## src/hw/rtl/aps_pkg.sv

```systemverilog
`default_nettype none

package aps_pkg;

	localparam int DEPTH  = 64;
	localparam int ACT_W  = 2;
	localparam int TIME_W = 31;
	localparam int SEV_W  = 31;
	localparam int RATE_W = 31;
	localparam int ID_W   = 64;
	localparam int KEY_W  = 64;
	localparam int PROD_W = TIME_W + RATE_W;
	localparam int STAT_W = 2;
	localparam int OP_W   = 3;

	localparam logic [ACT_W-1:0] ACT_ARRIVE = 2'd0;
	localparam logic [ACT_W-1:0] ACT_SERVE  = 2'd1;
	localparam logic [ACT_W-1:0] ACT_LEAVE  = 2'd2;

	localparam logic [STAT_W-1:0] STAT_SERVED = 2'd0;
	localparam logic [STAT_W-1:0] STAT_EMPTY  = 2'd1;
	localparam logic [STAT_W-1:0] STAT_FULL   = 2'd2;

	localparam logic [OP_W-1:0] OP_HOLD   = 3'd0;
	localparam logic [OP_W-1:0] OP_INSERT = 3'd1;
	localparam logic [OP_W-1:0] OP_POP    = 3'd2;
	localparam logic [OP_W-1:0] OP_DROP   = 3'd3;
	localparam logic [OP_W-1:0] OP_SETTLE = 3'd4;

	typedef struct packed {
		logic            valid;
		logic [KEY_W-1:0] key;
		logic [ID_W-1:0]  ident;
	} entry_t;

	typedef struct packed {
		logic [OP_W-1:0] op;
		entry_t          item;
	} cell_cmd_t;

	function automatic logic better(entry_t a, entry_t b);
		logic gt;
		logic tie;
		gt  = $signed(a.key) > $signed(b.key);
		tie = (a.key == b.key) && (a.ident < b.ident);
		return gt || tie;
	endfunction

endpackage

`default_nettype wire

```

## src/hw/rtl/aps_cell.sv

```systemverilog
`default_nettype none

module aps_cell (
	input  wire                logic clk,
	input  wire                logic arst_n,
	input  wire aps_pkg::cell_cmd_t cmd,
	input  wire                logic lower,
	input  wire aps_pkg::entry_t    prev,
	input  wire                logic prev_ins,
	input  wire aps_pkg::entry_t    next,
	output aps_pkg::entry_t    cur,
	output logic               ins
);

	logic                      valid_q;
	logic [aps_pkg::KEY_W-1:0] key_q;
	logic [aps_pkg::ID_W-1:0]  ident_q;
	aps_pkg::entry_t           nxt;

	assign cur = '{valid: valid_q, key: key_q, ident: ident_q};
	assign ins = !valid_q || aps_pkg::better(cmd.item, cur);

	always_comb begin
		nxt = cur;
		unique case (cmd.op)
			aps_pkg::OP_INSERT: begin
				if (prev_ins) begin
					nxt = prev;
				end else if (ins) begin
					nxt = cmd.item;
				end
			end
			aps_pkg::OP_POP: begin
				nxt = next;
			end
			aps_pkg::OP_DROP: begin
				if (cur.valid && cur.ident == cmd.item.ident) begin
					nxt.valid = 1'b0;
				end
			end
			aps_pkg::OP_SETTLE: begin
				// swap a hole toward the tail
				if (lower && !cur.valid && next.valid) begin
					nxt = next;
				end else if (!lower && !prev.valid && cur.valid) begin
					nxt.valid = 1'b0;
				end
			end
			default: begin
				nxt = cur;
			end
		endcase
	end

	always_ff @(posedge clk or negedge arst_n) begin
		if (!arst_n) begin
			valid_q <= 1'b0;
		end else begin
			valid_q <= nxt.valid;
		end
	end

	always_ff @(posedge clk) begin
		key_q   <= nxt.key;
		ident_q <= nxt.ident;
	end

endmodule

`default_nettype wire

```

## config.mk

```make
export PLATFORM = sky130hd
export DESIGN_NAME = aps_cell
export DESIGN_NICKNAME = d
export VERILOG_FILES = /design/src/hw/rtl/aps_pkg.sv /design/src/hw/rtl/aps_cell.sv
export SDC_FILE = /design/constraint.sdc
export NUM_CORES = 1
export LEC_CHECK = 0
export BUFFER_PORTS_ARGS = -buffer_cell sky130_fd_sc_hd__buf_2
export CAP_MARGIN = 20
export CORE_AREA = 10 10 193 195
export CTS_BUF_LIST = sky130_fd_sc_hd__clkbuf_2 sky130_fd_sc_hd__clkbuf_4 sky130_fd_sc_hd__clkbuf_8
export CTS_CLUSTER_SIZE = 10
export DETAILED_ROUTE_END_ITERATION = 7
export DIE_AREA = 0 0 203 205
export GPL_ROUTABILITY_DRIVEN = 1
export GPL_TIMING_DRIVEN = 1
export PLACE_DENSITY_LB_ADDON = 0.2
export SLEW_MARGIN = 20
export SYNTH_ARGS = -nofsm -noshare
export SYNTH_HDL_FRONTEND = slang
export SYNTH_SLANG_ARGS = --single-unit
```

## constraint.sdc

```tcl
create_clock -name clk -period 19.9 [get_ports clk]
set_clock_uncertainty 0.15 [all_clocks]
set_input_delay 0.995 -clock clk [delete_from_list [all_inputs] [get_ports clk]]
set_output_delay 0.995 -clock clk [all_outputs]
set_load 0.005 [all_outputs]
```

==> flow_metrics.tcl <==
set metrics [dict create \
    setup_tns_ns 0 \
    final_area_mm2 0.0134 \
    period_share_pct 23.8 \
    die_h_um 205 \
    dr.pass1.iters 5 \
    cts_hold_buf 0 \
    synth_edf_count 128 \
    clkPwrFrac_pct 31.6 \
    yosys-top-cells-area "edfxtp_1 39%, ha_1 16%, mux2i_1 13%" \
    clk_pin_slew_ns 0.09 \
    syn_area_mm2 0.00989 \
    critical_path.max_fanout 3 \
    fp.coreArea_mm2 0.0333 \
    grt_pass1_wl_um 60100 \
    postCtsSetupRepairBufs 0 \
    yosysUniqueCellTypes 50 \
    synth_cells 1043 \
    num-nets-final 2071 \
    intPower_w 0.000557 \
    combPwrFrac_pct 26.3 \
    initial_utilization_pct 29.7 \
    drv_slew 0 \
    hold_class "primary input to async pin" \
    io_buffers 523 \
    cp-end-kind "output pin" \
    syn-num-nets 1565 \
    ys_ff_latch 129 \
    ys_warn_count 0 \
    startpoint_type "primary input" \
    final-hold-violation-count 0 \
    synth_common_cells "152 x nand2_1, 140 x o21ai_0, 133 x inv_1" \
    dpl.hpwl_um 35500 \
    synth-seq-area-share_pct 39.1 \
    swShare_pct 30.2 \
    required_ns 18.76 \
    grt_max_degree 103 \
    async_flop_share_pct 0.775 \
    fill_cells 3459 \
    setup_viol 0 \
    period_needed_ns 4.74 \
    cts_resized 0 \
    synth_top_area_share_pct 38.9 \
    status "completed" \
    cts_buffers 17 \
    postPlaceCellArea_mm2 0.0130 \
    max_slew_margin_pct 39.6 \
    postSynthAreaPerCell_um2 9.48 \
    vias 9499 \
    rsz0062_at_grt "false" \
    power.switching_w 0.000241 \
    vdd_ir_drop_max_mv 0.0346 \
    final_cells 2012 \
    vias_per_cell 4.72 \
    ys_dominant_reg_cell "edfxtp_1" \
    row_count 67 \
    cts_root_buf "clkbuf_8" \
    io_pins 524 \
    area_delta_synth_final_pct 35.7 \
    post-route-util_pct 40.3 \
    reg2reg_setup_slack_ns 15.53 \
    max_freq_mhz 211 \
    dp.cells 1978 \
    p_seq_share_pct 42.2 \
    die_w_um 203 \
    finalWirelength_um 41300 \
    cts_num_sinks 129 \
    leakage_nw 6.73 \
    cap_violations 0 \
    insertion_delay_ns 0.45 \
    yosysMostFrequentCell "nand2_1" \
    cts.htree.levels 4 \
    worst_pin_slew_ns 0.905 \
    grt_overflow 0 \
    dieArea_mm2 0.0416 \
    drive_above_1_share_pct 36.5 \
    yosysTopAreaCell "edfxtp_1" \
    drtIter0Drc 357 \
    arrival_ns 3.59 \
    clk_path_buf_depth 2 \
    drc_errors 0 \
    cts_tree "built" \
    wl_per_cell_um 20.5 \
    ant_nets 0 \
    antenna_found_initial 2 \
    place.gp.congestion 0.890 \
    crit_type "primary input to output pin" \
    first_global_vias 9979 \
    track_usage_pct 18.9 \
    power.density_mw_per_mm2 59.5 \
    totalPowerFinal_w 0.000798 \
]
==> routing by layer <==
metal | vias to the layer above | track usage (%) | part of all wire (%)
met5 | - | 0 | 0
met4 | 0 | 4.56 | 1.3
met3 | 25 | 5.24 | 7.1
met2 | 349 | 34.4 | 51
met1 | 4354 | 21.3 | 40
li1 | 4771 | - | -
==> cells by family after synthesis <==
logic type / synth area share (%)
compound gates: 13.5
fa+ha+maj: 16.2
buf+inv: 6.85
flops: 39.1
mux: 13.2
simple gates: 11.2
==> stage by stage <==
stage	worst slack [ns]	hold slack (ns)
6_report	15.16	0.146
5_1_grt	14.93	0.106
4_1_cts	15.10	0.0966
3_5_place_dp	14.65	0.619
3_3_place_gp	14.72	0.621
2_1_floorplan	10.06	0.469
==> critical path: stages <==
cell and delay (ns):
buf_2 0.11, ha_1 0.31, nand4_1 0.13, nor3_1 0.32
nand4_1 0.27, nor4_1 0.63, a2111oi_2 0.15, o22ai_1 0.22
and3_4 0.24, inv_1 0.04, buf_2 0.15
==> power by group through the flow <==
| stage | logic, W | clock network (W) | registers [W] |
|---|---|---|---|
| after CTS | 0.000214 | 0.000260 | 0.000337 |
| final | 0.000210 | 0.000252 | 0.000337 |
| after global placement | 0.000210 | 0 | 0.000342 |
| after detailed placement | 0.000213 | 0 | 0.000343 |
| after global routing | 0.000237 | 0.000270 | 0.000339 |
| after floorplan | 0.000104 | 0 | 0.000347 |
==> state kept, by name (all words and copies together) (netlist names) <==
name,count
ident_q,64
key_q,64
valid_q,1
==> placed cells by master, fill, tap and decap left out, drive strengths merged, types with 2 or more instances in the layout <==
master	netlist	final
nor2b	3	3
mux2i	129	129
nor3	8	8
o21ai	140	140
a2111oi	2	2
clkinvlp	0	3
diode	0	2
ha	128	128
a21boi	2	2
o31ai	3	3
a221oi	4	4
buf	3	531
inv	133	133
and4	2	2
clkinv	0	6
a211o	2	2
nor4	7	7
bufinv	0	4
a21o	13	13
or3	2	2
a21oi	48	48
o211ai	6	6
a211oi	7	7
nand3	18	18
and3	4	4
a221o	2	2
edfxtp	128	128
nand4	26	26
nand2	152	152
nor2	12	12
clkbuf	41	19
==> layout make-up <==
cell class / instances / area (um2) / area share, %
diodes: 2 / 5.00 / 0.0373
clock buffers: 19 / 249 / 1.86
clock inverters: 13 / 168 / 1.25
inverters: 133 / 499 / 3.72
multi-input cells: 737 / 5360 / 40.0
flip-flops and latches: 129 / 3870 / 28.8
well taps: 448 / 561 / 4.18
repair buffers: 531 / 2700 / 20.2
==> worst paths after layout <==
path / cells after the start / end / from
worst min-delay path: 1 / valid_q$_DFFE_PN0P_ / arst_n
min in group clk: 2 / valid_q$_DFFE_PN0P_ / valid_q$_DFFE_PN0P_
worst max register to register: 12 / ident_q[25]$_DFFE_PP_ / key_q[30]$_DFFE_PP_
worst min register to register: 2 / valid_q$_DFFE_PN0P_ / valid_q$_DFFE_PN0P_
worst max-delay path: 11 / ins / cmd[62]
max in group asynchronous: 1 / valid_q$_DFFE_PN0P_ / arst_n
No activity file was read; power rests on OpenSTA's default activity.
